--- config.mk ---
export PLATFORM = sky130hd
export DESIGN_NAME = sexpr_token_scanner_flat
export DESIGN_NICKNAME = d
export VERILOG_FILES = /design/src/sts_pkg.sv /design/src/sts_if.sv /design/src/sts_lexer_core.sv /design/src/sts_result_queue.sv /design/src/sexpr_token_scanner.sv /design/src/flat_wrapper.sv
export SDC_FILE = /design/constraint.sdc
export NUM_CORES = 1
export LEC_CHECK = 0
export BUFFER_PORTS_ARGS = -buffer_cell sky130_fd_sc_hd__buf_2
export CORE_MARGIN = 2
export CORE_UTILIZATION = 49
export DETAILED_ROUTE_END_ITERATION = 10
export GPL_TIMING_DRIVEN = 0
export PLACE_DENSITY = 0.77
export SYNTH_ARGS = -nofsm -noshare
export SYNTH_HDL_FRONTEND = slang
export SYNTH_SLANG_ARGS = --single-unit
--- constraint.sdc ---
create_clock -name clk_i -period 12.95 [get_ports clk_i]
set_clock_uncertainty 0.1 [all_clocks]
set_input_delay 3.885 -clock clk_i [delete_from_list [all_inputs] [get_ports clk_i]]
set_output_delay 3.885 -clock clk_i [all_outputs]
set_load 0.03 [all_outputs]
--- src/sts_pkg.sv ---
// Package for the s-expression token scanner.
// Holds token kind codes, scan mode codes, character constants and payload types.
// No dependencies.
package sts_pkg;

  typedef enum logic [3:0] {
    KIND_LPAREN = 4'd0,
    KIND_RPAREN = 4'd1,
    KIND_SCHAR  = 4'd2,
    KIND_SEND   = 4'd3,
    KIND_ICHAR  = 4'd4,
    KIND_IEND   = 4'd5,
    KIND_NUMBER = 4'd6,
    KIND_EOF    = 4'd7,
    KIND_ERROR  = 4'd8
  } token_kind_e;

  localparam logic [2:0] MODE_IDLE   = 3'd0;
  localparam logic [2:0] MODE_STRING = 3'd1;
  localparam logic [2:0] MODE_NUMBER = 3'd2;
  localparam logic [2:0] MODE_MINUS  = 3'd3;
  localparam logic [2:0] MODE_IDENT  = 3'd4;

  localparam logic [7:0] CHAR_SPACE  = 8'h20;
  localparam logic [7:0] CHAR_TAB    = 8'h09;
  localparam logic [7:0] CHAR_LF     = 8'h0A;
  localparam logic [7:0] CHAR_MINUS  = 8'h2D;
  localparam logic [7:0] CHAR_LPAREN = 8'h28;
  localparam logic [7:0] CHAR_RPAREN = 8'h29;
  localparam logic [7:0] CHAR_QUOTE  = 8'h22;
  localparam logic [7:0] CHAR_ZERO   = 8'h30;
  localparam logic [7:0] CHAR_NINE   = 8'h39;

  localparam int unsigned MaxResults = 3;

  typedef struct packed {
    token_kind_e kind;
    logic [7:0]  text_char;
    logic [31:0] number_value;
  } token_t;

  typedef struct packed {
    token_t [MaxResults-1:0] tok;
    logic [1:0]              count;
  } group_t;

  function automatic token_t mk_tok(token_kind_e kind, logic [7:0] ch, logic [31:0] num);
    token_t t;
    t.kind         = kind;
    t.text_char    = ch;
    t.number_value = num;
    return t;
  endfunction

endpackage

--- src/sts_if.sv ---
// Handshake interfaces for the s-expression token scanner.
// Byte channel in, token channel out; depends on nothing else.
interface sts_byte_if;
  logic       valid;
  logic       ready;
  logic [7:0] in_byte;
  logic       end_of_input;

  modport source (output valid, output in_byte, output end_of_input, input ready);
  modport sink   (input valid, input in_byte, input end_of_input, output ready);
endinterface

interface sts_token_if;
  logic               valid;
  logic               ready;
  logic        [3:0]  token_kind;
  logic        [7:0]  text_char;
  logic signed [31:0] number_value;
  logic               last;

  modport source (output valid, output token_kind, output text_char, output number_value,
                  output last, input ready);
  modport sink   (input valid, input token_kind, input text_char, input number_value,
                  input last, output ready);
endinterface

--- src/sts_lexer_core.sv ---
// Scan state registers and the per-byte next-state and token logic.
// Depends on sts_pkg for codes and the token group type.
module sts_lexer_core #(
  parameter int unsigned NUMBER_BITS = 32
) (
  input  logic               clk_i,
  input  logic               rst_ni,
  input  logic               take_i,
  input  logic [7:0]         in_byte_i,
  input  logic               end_of_input_i,
  output sts_pkg::group_t    group_o
);

  localparam int unsigned MagBits = NUMBER_BITS - 1;

  logic [2:0]         mode_q, mode_d;
  logic [MagBits-1:0] mag_q, mag_d;
  logic               neg_q, neg_d;

  logic               is_blank, is_digit;
  logic [3:0]         digit;
  logic [MagBits-1:0] base_mag, dig_mag;
  logic [MagBits+3:0] prod;
  logic [NUMBER_BITS-1:0] num_nb;
  logic [NUMBER_BITS+31:0] num_ext;
  logic [31:0]        num_out;

  sts_pkg::token_t    idle_tok;
  logic               idle_cnt;
  logic [2:0]         idle_mode;
  logic [MagBits-1:0] idle_mag;
  logic               idle_neg;

  sts_pkg::group_t    grp;

  assign is_blank = (in_byte_i == sts_pkg::CHAR_SPACE) || (in_byte_i == sts_pkg::CHAR_TAB) ||
                    (in_byte_i == sts_pkg::CHAR_LF);
  assign is_digit = (in_byte_i >= sts_pkg::CHAR_ZERO) && (in_byte_i <= sts_pkg::CHAR_NINE);
  assign digit    = in_byte_i[3:0];

  // Ten times the magnitude plus the digit; any bit above the magnitude width means saturation.
  assign base_mag = (mode_q == sts_pkg::MODE_NUMBER) ? mag_q : '0;
  assign prod     = {1'b0, base_mag, 3'b000} + {3'b000, base_mag, 1'b0}
                  + (MagBits+4)'(digit);
  assign dig_mag  = (|prod[MagBits+3:MagBits]) ? {MagBits{1'b1}} : prod[MagBits-1:0];

  assign num_nb  = neg_q ? (NUMBER_BITS'(0) - {1'b0, mag_q}) : {1'b0, mag_q};
  assign num_ext = {32'd0, num_nb};
  assign num_out = num_ext[31:0];

  always_comb begin
    idle_tok  = sts_pkg::mk_tok(sts_pkg::KIND_LPAREN, 8'd0, 32'd0);
    idle_cnt  = 1'b0;
    idle_mode = sts_pkg::MODE_IDLE;
    idle_mag  = '0;
    idle_neg  = 1'b0;
    priority if (is_blank) begin
      idle_cnt = 1'b0;
    end else if (in_byte_i == sts_pkg::CHAR_LPAREN) begin
      idle_cnt = 1'b1;
    end else if (in_byte_i == sts_pkg::CHAR_RPAREN) begin
      idle_tok = sts_pkg::mk_tok(sts_pkg::KIND_RPAREN, 8'd0, 32'd0);
      idle_cnt = 1'b1;
    end else if (in_byte_i == sts_pkg::CHAR_QUOTE) begin
      idle_mode = sts_pkg::MODE_STRING;
    end else if (is_digit) begin
      idle_mode = sts_pkg::MODE_NUMBER;
      idle_mag  = dig_mag;
    end else if (in_byte_i == sts_pkg::CHAR_MINUS) begin
      idle_mode = sts_pkg::MODE_MINUS;
    end else begin
      idle_mode = sts_pkg::MODE_IDENT;
      idle_tok  = sts_pkg::mk_tok(sts_pkg::KIND_ICHAR, in_byte_i, 32'd0);
      idle_cnt  = 1'b1;
    end
  end

  always_comb begin
    grp        = '0;
    mode_d     = mode_q;
    mag_d      = mag_q;
    neg_d      = neg_q;
    if (end_of_input_i) begin
      mode_d = sts_pkg::MODE_IDLE;
      mag_d  = '0;
      neg_d  = 1'b0;
      unique case (mode_q)
        sts_pkg::MODE_STRING: begin
          grp.tok[0] = sts_pkg::mk_tok(sts_pkg::KIND_ERROR, 8'd0, 32'd0);
          grp.count  = 2'd1;
        end
        sts_pkg::MODE_NUMBER: begin
          grp.tok[0] = sts_pkg::mk_tok(sts_pkg::KIND_NUMBER, 8'd0, num_out);
          grp.tok[1] = sts_pkg::mk_tok(sts_pkg::KIND_EOF, 8'd0, 32'd0);
          grp.count  = 2'd2;
        end
        sts_pkg::MODE_MINUS: begin
          grp.tok[0] = sts_pkg::mk_tok(sts_pkg::KIND_ICHAR, sts_pkg::CHAR_MINUS, 32'd0);
          grp.tok[1] = sts_pkg::mk_tok(sts_pkg::KIND_IEND, 8'd0, 32'd0);
          grp.tok[2] = sts_pkg::mk_tok(sts_pkg::KIND_EOF, 8'd0, 32'd0);
          grp.count  = 2'd3;
        end
        sts_pkg::MODE_IDENT: begin
          grp.tok[0] = sts_pkg::mk_tok(sts_pkg::KIND_IEND, 8'd0, 32'd0);
          grp.tok[1] = sts_pkg::mk_tok(sts_pkg::KIND_EOF, 8'd0, 32'd0);
          grp.count  = 2'd2;
        end
        default: begin
          grp.tok[0] = sts_pkg::mk_tok(sts_pkg::KIND_EOF, 8'd0, 32'd0);
          grp.count  = 2'd1;
        end
      endcase
    end else begin
      unique case (mode_q)
        sts_pkg::MODE_STRING: begin
          if (in_byte_i == sts_pkg::CHAR_QUOTE) begin
            grp.tok[0] = sts_pkg::mk_tok(sts_pkg::KIND_SEND, 8'd0, 32'd0);
            mode_d     = sts_pkg::MODE_IDLE;
          end else begin
            grp.tok[0] = sts_pkg::mk_tok(sts_pkg::KIND_SCHAR, in_byte_i, 32'd0);
          end
          grp.count = 2'd1;
        end
        sts_pkg::MODE_NUMBER: begin
          if (is_digit) begin
            mag_d = dig_mag;
          end else begin
            // The byte that ends a number is scanned again as if between tokens.
            grp.tok[0] = sts_pkg::mk_tok(sts_pkg::KIND_NUMBER, 8'd0, num_out);
            grp.tok[1] = idle_tok;
            grp.count  = idle_cnt ? 2'd2 : 2'd1;
            mode_d     = idle_mode;
            mag_d      = idle_mag;
            neg_d      = idle_neg;
          end
        end
        sts_pkg::MODE_MINUS: begin
          if (is_digit) begin
            mode_d = sts_pkg::MODE_NUMBER;
            mag_d  = dig_mag;
            neg_d  = 1'b1;
          end else if (is_blank) begin
            grp.tok[0] = sts_pkg::mk_tok(sts_pkg::KIND_ICHAR, sts_pkg::CHAR_MINUS, 32'd0);
            grp.tok[1] = sts_pkg::mk_tok(sts_pkg::KIND_IEND, 8'd0, 32'd0);
            grp.count  = 2'd2;
            mode_d     = sts_pkg::MODE_IDLE;
          end else begin
            grp.tok[0] = sts_pkg::mk_tok(sts_pkg::KIND_ICHAR, sts_pkg::CHAR_MINUS, 32'd0);
            grp.tok[1] = sts_pkg::mk_tok(sts_pkg::KIND_ICHAR, in_byte_i, 32'd0);
            grp.count  = 2'd2;
            mode_d     = sts_pkg::MODE_IDENT;
          end
        end
        sts_pkg::MODE_IDENT: begin
          if (is_blank) begin
            grp.tok[0] = sts_pkg::mk_tok(sts_pkg::KIND_IEND, 8'd0, 32'd0);
            mode_d     = sts_pkg::MODE_IDLE;
          end else begin
            grp.tok[0] = sts_pkg::mk_tok(sts_pkg::KIND_ICHAR, in_byte_i, 32'd0);
          end
          grp.count = 2'd1;
        end
        default: begin
          grp.tok[0] = idle_tok;
          grp.count  = {1'b0, idle_cnt};
          mode_d     = idle_mode;
          mag_d      = idle_mag;
          neg_d      = idle_neg;
        end
      endcase
    end
  end

  always_ff @(posedge clk_i or negedge rst_ni) begin
    if (!rst_ni) begin
      mode_q <= sts_pkg::MODE_IDLE;
      mag_q  <= '0;
      neg_q  <= 1'b0;
    end else if (take_i) begin
      mode_q <= mode_d;
      mag_q  <= mag_d;
      neg_q  <= neg_d;
    end
  end

  assign group_o = grp;

endmodule

--- src/sts_result_queue.sv ---
// Result register for one group of up to three tokens, sent one transfer at a time.
// Depends on sts_pkg for the token and group types.
module sts_result_queue (
  input  logic            clk_i,
  input  logic            rst_ni,
  input  logic            load_i,
  input  sts_pkg::group_t group_i,
  output logic            in_ready_o,
  output logic            tok_valid_o,
  input  logic            tok_ready_i,
  output sts_pkg::token_t token_o,
  output logic            last_o
);

  sts_pkg::token_t [sts_pkg::MaxResults-1:0] tok_q;
  logic [1:0] cnt_q, cnt_d;
  logic [1:0] idx_q, idx_d;
  logic       pop;

  assign tok_valid_o = (cnt_q != 2'd0);
  assign last_o      = (idx_q == (cnt_q - 2'd1));
  assign token_o     = tok_q[idx_q];
  assign pop         = tok_valid_o && tok_ready_i;
  assign in_ready_o  = (cnt_q == 2'd0) || (pop && last_o);

  always_comb begin
    cnt_d = cnt_q;
    idx_d = idx_q;
    priority if (load_i) begin
      cnt_d = group_i.count;
      idx_d = 2'd0;
    end else if (pop && last_o) begin
      cnt_d = 2'd0;
      idx_d = 2'd0;
    end else if (pop) begin
      idx_d = idx_q + 2'd1;
    end else begin
      cnt_d = cnt_q;
      idx_d = idx_q;
    end
  end

  always_ff @(posedge clk_i or negedge rst_ni) begin
    if (!rst_ni) begin
      cnt_q <= 2'd0;
      idx_q <= 2'd0;
    end else begin
      cnt_q <= cnt_d;
      idx_q <= idx_d;
    end
  end

  always_ff @(posedge clk_i) begin
    if (load_i) begin
      tok_q <= group_i.tok;
    end
  end

endmodule

--- src/sexpr_token_scanner.sv ---
// Top level of the s-expression token scanner.
// Uses sts_pkg, sts_if, sts_lexer_core and sts_result_queue.
//
//   port     | dir | contents
//   byte_i   | in  | in_byte, end_of_input
//   token_o  | out | token_kind, text_char, number_value, last
//
// A byte transfer is taken in the cycle its tokens are computed; they land in the
// result register, and the first is offered in the next cycle.
// A byte producing zero or one token is taken every cycle while the token output is ready;
// one producing more holds the input until the single token output port takes its last token.
// A stalled token output holds the input off once the result register is full.
// Reset puts the scanner between tokens with an empty result register.
module sexpr_token_scanner #(
  parameter int unsigned NUMBER_BITS = 32
) (
  input  logic        clk_i,
  input  logic        rst_ni,
  sts_byte_if.sink    byte_i,
  sts_token_if.source token_o
);

  sts_pkg::group_t group;
  sts_pkg::token_t tok;
  logic            accept;
  logic            in_ready;

  assign accept       = byte_i.valid && in_ready;
  assign byte_i.ready = in_ready;

  sts_lexer_core #(
    .NUMBER_BITS(NUMBER_BITS)
  ) u_core (
    .clk_i          (clk_i),
    .rst_ni         (rst_ni),
    .take_i         (accept),
    .in_byte_i      (byte_i.in_byte),
    .end_of_input_i (byte_i.end_of_input),
    .group_o        (group)
  );

  sts_result_queue u_queue (
    .clk_i       (clk_i),
    .rst_ni      (rst_ni),
    .load_i      (accept),
    .group_i     (group),
    .in_ready_o  (in_ready),
    .tok_valid_o (token_o.valid),
    .tok_ready_i (token_o.ready),
    .token_o     (tok),
    .last_o      (token_o.last)
  );

  assign token_o.token_kind   = tok.kind;
  assign token_o.text_char    = tok.text_char;
  assign token_o.number_value = tok.number_value;

endmodule
--- src/flat_wrapper.sv ---
// flat-port wrapper written by rule: the top's interface ports become plain ports
module sexpr_token_scanner_flat 
#(
  parameter int unsigned NUMBER_BITS = 32
)
  (clk_i, rst_ni, byte_i_valid, byte_i_in_byte, byte_i_end_of_input, byte_i_ready, token_o_valid, token_o_token_kind, token_o_text_char, token_o_number_value, token_o_last, token_o_ready);
  sts_byte_if byte_i_i ();
  sts_token_if token_o_i ();
  input  logic clk_i;
  input  logic rst_ni;
  input wire logic [$bits(byte_i_i.valid)-1:0] byte_i_valid;
  input wire logic [$bits(byte_i_i.in_byte)-1:0] byte_i_in_byte;
  input wire logic [$bits(byte_i_i.end_of_input)-1:0] byte_i_end_of_input;
  output wire logic [$bits(byte_i_i.ready)-1:0] byte_i_ready;
  output wire logic [$bits(token_o_i.valid)-1:0] token_o_valid;
  output wire logic [$bits(token_o_i.token_kind)-1:0] token_o_token_kind;
  output wire logic [$bits(token_o_i.text_char)-1:0] token_o_text_char;
  output wire logic [$bits(token_o_i.number_value)-1:0] token_o_number_value;
  output wire logic [$bits(token_o_i.last)-1:0] token_o_last;
  input wire logic [$bits(token_o_i.ready)-1:0] token_o_ready;
  assign byte_i_i.valid = byte_i_valid;
  assign byte_i_i.in_byte = byte_i_in_byte;
  assign byte_i_i.end_of_input = byte_i_end_of_input;
  assign byte_i_ready = byte_i_i.ready;
  assign token_o_valid = token_o_i.valid;
  assign token_o_token_kind = token_o_i.token_kind;
  assign token_o_text_char = token_o_i.text_char;
  assign token_o_number_value = token_o_i.number_value;
  assign token_o_last = token_o_i.last;
  assign token_o_i.ready = token_o_ready;
  sexpr_token_scanner #(.NUMBER_BITS(NUMBER_BITS)) u_core (.clk_i(clk_i), .rst_ni(rst_ni), .byte_i(byte_i_i), .token_o(token_o_i));
endmodule
**Word level (Yosys, flattened, before mapping)**

Index checks and enable logic that the tools add are counted.

- Register bits after elaboration: 171
- Output and inout bits: 47
- Logic and storage cells: 116

- Add/subtract/negate cells: 5
- Magnitude comparators: 3
- Equality and inequality tests: 17
- Mux-type cells: 60
- Reduce and logical (&&, ||, !) cells: 17

Operator list:

| operator | number |
|---|---|
| $pmux 46 s4 | 2 |
| $mux 31 | 10 |
| $mux 90 | 3 |
| $mux 43 | 6 |
| $pmux 31 s3 | 1 |
| $bmux 44 s2 | 1 |
| $mux 44 | 2 |
| $pmux 44 s2 | 1 |
| $mux 87 | 1 |
| $pmux 43 s2 | 1 |
| $mux 41 | 2 |
| $eq 8x6->1 const B | 5 |
| $mux 3 | 12 |
| $add 34x32->35 | 1 |
| $add 35x4->35 | 1 |
| $mux 32 | 1 |
| $sub 1x31->32 const A | 1 |
| $eq 8x4->1 const B | 2 |
| $mux 2 | 6 |
| $ne 3x3->1 const B | 4 |
| $pmux 3 s4 | 1 |
| $mux 1 | 9 |
| $ge 8x6->1 const B | 1 |
| $le 8x6->1 const B | 1 |
| other kinds (18) | 27 |

**Longest topological paths before layout**

- Depth in word-level cells: 14
- Gate-level depth with buffers: 18

**By module**

A second synthesis with hierarchy kept.

- Cell total of the unflattened synthesis: 1139
- Area total of the unflattened synthesis: 11338.4 µm²

By module, submodules not included:

| module | instances | cells each | area each (µm²) | sequential area each (µm²) |
|---|---|---|---|---|
| sts_lexer_core | 1 | 833 | 6109.6 | 875.8 |
| sts_result_queue | 1 | 305 | 5222.5 | 4063.9 |
| sexpr_token_scanner | 1 | 1 | 6.3 | 0.0 |

**Least setup slack after synthesis**

Ideal clock, no wire load.

- Path type: input to register
- From: input port token_o_ready
- To: register u_core.u_core.mag_q[11]
- Setup time: 0.064 ns
- Data arrival time: 8.331 ns
- Required time: 12.786 ns
- Path slack: 4.455 ns
- Stages: 7
- Cells stage by stage: a21oi_1 nor2_1 o21ai_1 a211oi_1 o31a_1 clkbuf_1 a221o_2

- Word-level cells in the longest chain between the ends: 5

RTL lines:

| item | RTL line | RTL |
|---|---|---|
| from (decl) | flat_wrapper.sv:20 | `input wire logic [$bits(token_o_i.ready)-1:0] token_o_ready;` |
| $logic_and 1x1->1 | sts_result_queue.sv:23 | `assign pop = tok_valid_o && tok_ready_i;` |
| $logic_and 1x1->1 | sts_result_queue.sv:24 | `assign in_ready_o = (cnt_q == 2'd0) \|\| (pop && last_o);` |
| $logic_or 1x1->1 | sts_result_queue.sv:24 |  |
| $logic_and 1x1->1 | sexpr_token_scanner.sv:28 | `assign accept = byte_i.valid && in_ready;` |
| net u_core.accept | sexpr_token_scanner.sv:25 | `logic accept;` |
| $reduce_and 3->1 (no source line) | n/a |  |
| to (signal assigned) | sts_lexer_core.sv:181 | `mag_q <= mag_d;` |
| to (decl) | sts_lexer_core.sv:17 | `logic [MagBits-1:0] mag_q, mag_d;` |

The timed path passes the listed nets, and every way through them passes these cells.
A chain may end at the register's enable or synchronous reset.

**Worst setup path after layout**

- From: input port token_o_ready
- To: output port byte_i_ready

- Word-level cells in the longest chain between the ends: 3

RTL lines:

| item | RTL line | RTL |
|---|---|---|
| $logic_and 1x1->1 | sts_result_queue.sv:23 |  |
| $logic_and 1x1->1 | sts_result_queue.sv:24 |  |
| $logic_or 1x1->1 | sts_result_queue.sv:24 |  |
| to (decl) | flat_wrapper.sv:14 | `output wire logic [$bits(byte_i_i.ready)-1:0] byte_i_ready;` |

Every way passes these cells.

==> key figures <==
Global routing
  • Initial antenna violation count: 0
  • Total Routing Usage GR: 0.237
  • Remaining global-route overflow: 0
  • Vias in the first global route: 6,330
  • First-pass GRT wire length: about 32,000 um
  • Largest net degree at the start of global routing: 40

Synth
  • Syn nets: 909
  • Async set-reset flop share out of synthesis: 0.411
  • Yosys Warn Count: 0
  • Syn avg cell area: 9.18 sq um
  • Seq/Total Area, Yosys: 0.348
  • Cell Area, Synth: 7640 sq um
  • Distinct cell type count after synthesis: 72
  • Post-synth EDFFs: 56
  • Yosys reg bits: between 90 and 100
  • Gate Count Post-Synth: 832
  • Yosys top cell by area: edfxtp_1
  • Top post-synthesis cells by area: edfxtp_1 22%, dfrtp_1 13%, ha_1 10%
  • Synth top area share: 0.220
  • Most used DFF post-synth: edfxtp_1

Route
  • Total iterations of the first detailed-routing run: 5
  • DRT iter0 DRCs: 586
  • Wirelength per Cell: 17.8 um
  • DRC Markers: 0
  • DRT Wirelength: 19,400 um
  • Routed Antenna Nets: 0
  • Vias per inst: 6.20
  • Total number of vias: 6,782

STA
  • Final Hold Vio Count: 0
  • Fmax: 116 MHz
  • Post-layout min period: 8.63 ns
  • Final period util: 0.667
  • Final setup viols: 0
  • Slew HR: 0.349
  • Pins Over Slew Limit: 0
  • Slew of the pin with the lowest slew margin: 0.968 ns
  • RSZ-0062 raised after global routing: no
  • Setup TNS: 0 ns

Die
  • Starting density of the core: 0.502
  • IO Pins: 60
  • Die Span Y: 129 um
  • Site Rows: 45
  • Core region area: 15,200 sq um
  • Die area: 16,600 sq um
  • Die width: 129 um

Critical path
  • Worst r2r src: u_core.u_core.mode_q[2]$_DFFE_PN0P_
  • Critical Path Most Common Cell: buf_2
  • Worst Path Required: 8.96 ns
  • Worst r2r dst: u_core.u_core.mag_q[11]$_DFFE_PN0P_
  • Gate family responsible for the most delay along the worst path: buffers and inverters
  • Crit path DAT: 4.65 ns
  • Critical Path Slowest Stage Cell: a21oi_1
  • FF-to-FF setup slack: 6.92 ns
  • Critical path type: primary input to output pin
  • Crit Path Max Fanout: 4
  • Critical path cell sequence: buf_2 -> a21oi_1 -> inv_1 -> buf_2
  • Crit path buf inv count: 3
  • Worst Setup End Kind: output pin
  • Largest stage delay, worst path: 0.34 ns
  • CP Launch Type: primary input
  • Worst-case reg-to-reg path depth: 17

Clocking
  • Maximum root-to-sink buffer count: 2
  • Clk sinks: 95
  • # hold bufs at CTS: 0
  • Root buffer cell: clkbuf_16
  • # H-tree levels: 3
  • Clock-pin slew on the worst setup and hold paths: 0.07 ns
  • Clock Latency Late Sink: between 0.3 and 0.4 ns
  • TritonCTS Buffers: 9
  • Post-CTS Setup Inserts: 0
  • CTS tree: built
  • Post_cts resized: 0

Flow run
  • Max_cap viols: 0

Power
  • VDD IR max: between 0.1 and 0.15 mV
  • Static Leak: 3.95 nW
  • Clk pwr share: 0.218
  • Sequential Power Share: 0.344
  • Cell area power density: approximately 140 nW/um^2
  • Combinational power share: 0.438
  • Switching Power: 506 uW
  • Switching part of the total power: 0.418
  • Internal power: just over 700 uW

Placement
  • GPL Wtd Cong: 0.950
  • HPWL Detailed: 14,600 um
  • Port bufs: 56

Outcome
  • Status: complete, no violations

Worst hold path
  • Worst Hold Depth: 1
  • Hold Path Class: flop to flop
  • Hold Startpoint: u_core.u_queue.cnt_q[1]$_DFFE_PN0P_
  • Hold endpoint: u_core.u_queue.cnt_q[1]$_DFFE_PN0P_

Finish
  • Share of cells above drive strength 1: 0.104
  • Antenna fix cells: 0
  • P&R area growth vs syn: 10.9%
  • Final core occ: 0.557
  • Fin nets: 977
routing by layer:
metal	global-route usage	up-vias	part of all wire
met2	0.382	254	0.45
met3	0.0366	27	0.071
met1	0.330	3247	0.46
li1	-	3254	-
met5	0	-	0
met4	0.0710	0	0.017
placed cells by master (no fill, tap or decap), types with 5 or more instances in the layout:
| cell | n |
|---|---|
| a211oi_1 | 5 |
| a21o_1 | 20 |
| a21oi_1 | 53 |
| a221o_1 | 30 |
| a31oi_1 | 7 |
| and2_1 | 41 |
| and3_1 | 37 |
| and4_1 | 5 |
| buf_2 | 56 |
| clkbuf_1 | 55 |
| clkbuf_16 | 9 |
| dfrtp_1 | 39 |
| edfxtp_1 | 56 |
| ha_1 | 63 |
| inv_1 | 21 |
| mux2i_1 | 14 |
| nand2_1 | 47 |
| nand2b_1 | 7 |
| nand3_1 | 12 |
| nand4_1 | 8 |
| nor2_1 | 70 |
| nor3_1 | 13 |
| o21a_1 | 5 |
| o21ai_0 | 49 |
| o31ai_1 | 14 |
| or3_1 | 10 |
| xnor2_1 | 23 |
| xor2_1 | 39 |
cell type report:
cell class	count	area [sq um]
Sequential cell	95	2660
Timing Repair Buffer	57	300
Multi-Input combinational cell	657	4650
Clock inverter	5	60.1
Tap cell	188	235
Clock buffer	11	233
Buffer	59	255
Fill cell	1355	6730
Inverter	21	78.8
cells in the mapped netlist, drive strengths merged (20+ instances only):
| library cell | n |
|---|---|
| xnor2 | 23 |
| a221o | 31 |
| dfrtp | 39 |
| and2 | 41 |
| nand2 | 47 |
| o21ai | 51 |
| clkbuf | 57 |
| ha | 63 |
| a21oi | 53 |
| a21o | 20 |
| edfxtp | 56 |
| and3 | 38 |
| nor2 | 71 |
| xor2 | 39 |
| inv | 21 |
how the worst max path moves through the flow:
stage                     slack (ns)  depth (start not counted)          start                                  end
after CTS                       4.30                          4  token_o_ready                         byte_i_ready
final                           4.32                          4  token_o_ready                         byte_i_ready
after floorplan                 4.45                          7  token_o_ready  u_core.u_core.mag_q[11]$_DFFE_PN0P_
after detailed placement        4.30                          4  token_o_ready                         byte_i_ready
after global routing            4.26                          4  token_o_ready                         byte_i_ready
after global placement          2.42                          8  token_o_ready  u_core.u_core.mag_q[11]$_DFFE_PN0P_
metrics by stage:
stage          cells  setup WS (ns)  area, sq um  hold WS (ns)  power, mW
2_1_floorplan    832           4.45         7640         0.373      0.808
3_3_place_gp    1076           2.42         8150         0.396      0.943
3_5_place_dp    1077           4.30         8180         0.401      0.953
4_1_cts         1093           4.30         8470         0.415       1.22
5_1_grt         1093           4.26         8470         0.448       1.27
6_report        1093           4.32         8470         0.418       1.21
kinds of logic (layout without fill, tap and decap cells):
logic type | count (synthesis) | after routing | synth area share
AO/OA/AOI/OAI | 232 | 232 | 0.212
XOR/XNOR | 62 | 62 | 0.0711
adder cells (fa/ha/maj) | 66 | 66 | 0.108
buffers and inverters | 80 | 153 | 0.0437
flip-flops | 95 | 95 | 0.348
multiplexers | 15 | 15 | 0.0198
AND/OR/NAND/NOR | 282 | 282 | 0.197
power groups by stage:
stage	clock network, mW	logic [mW]	registers (mW)
5_1_grt	0.278	0.572	0.423
3_5_place_dp	0	0.531	0.423
6_report	0.264	0.531	0.416
2_1_floorplan	0	0.385	0.422
3_3_place_gp	0	0.514	0.429
4_1_cts	0.266	0.532	0.417
registers in the layout, indices dropped and copies added (netlist names):
register	count
u_core.u_core.mag_q	31
u_core.u_queue.idx_q	2
u_core.u_queue.tok_q	56
u_core.u_core.mode_q	3
u_core.u_queue.cnt_q	2
u_core.u_core.neg_q	1
No activity file was read; power rests on OpenSTA's default activity.
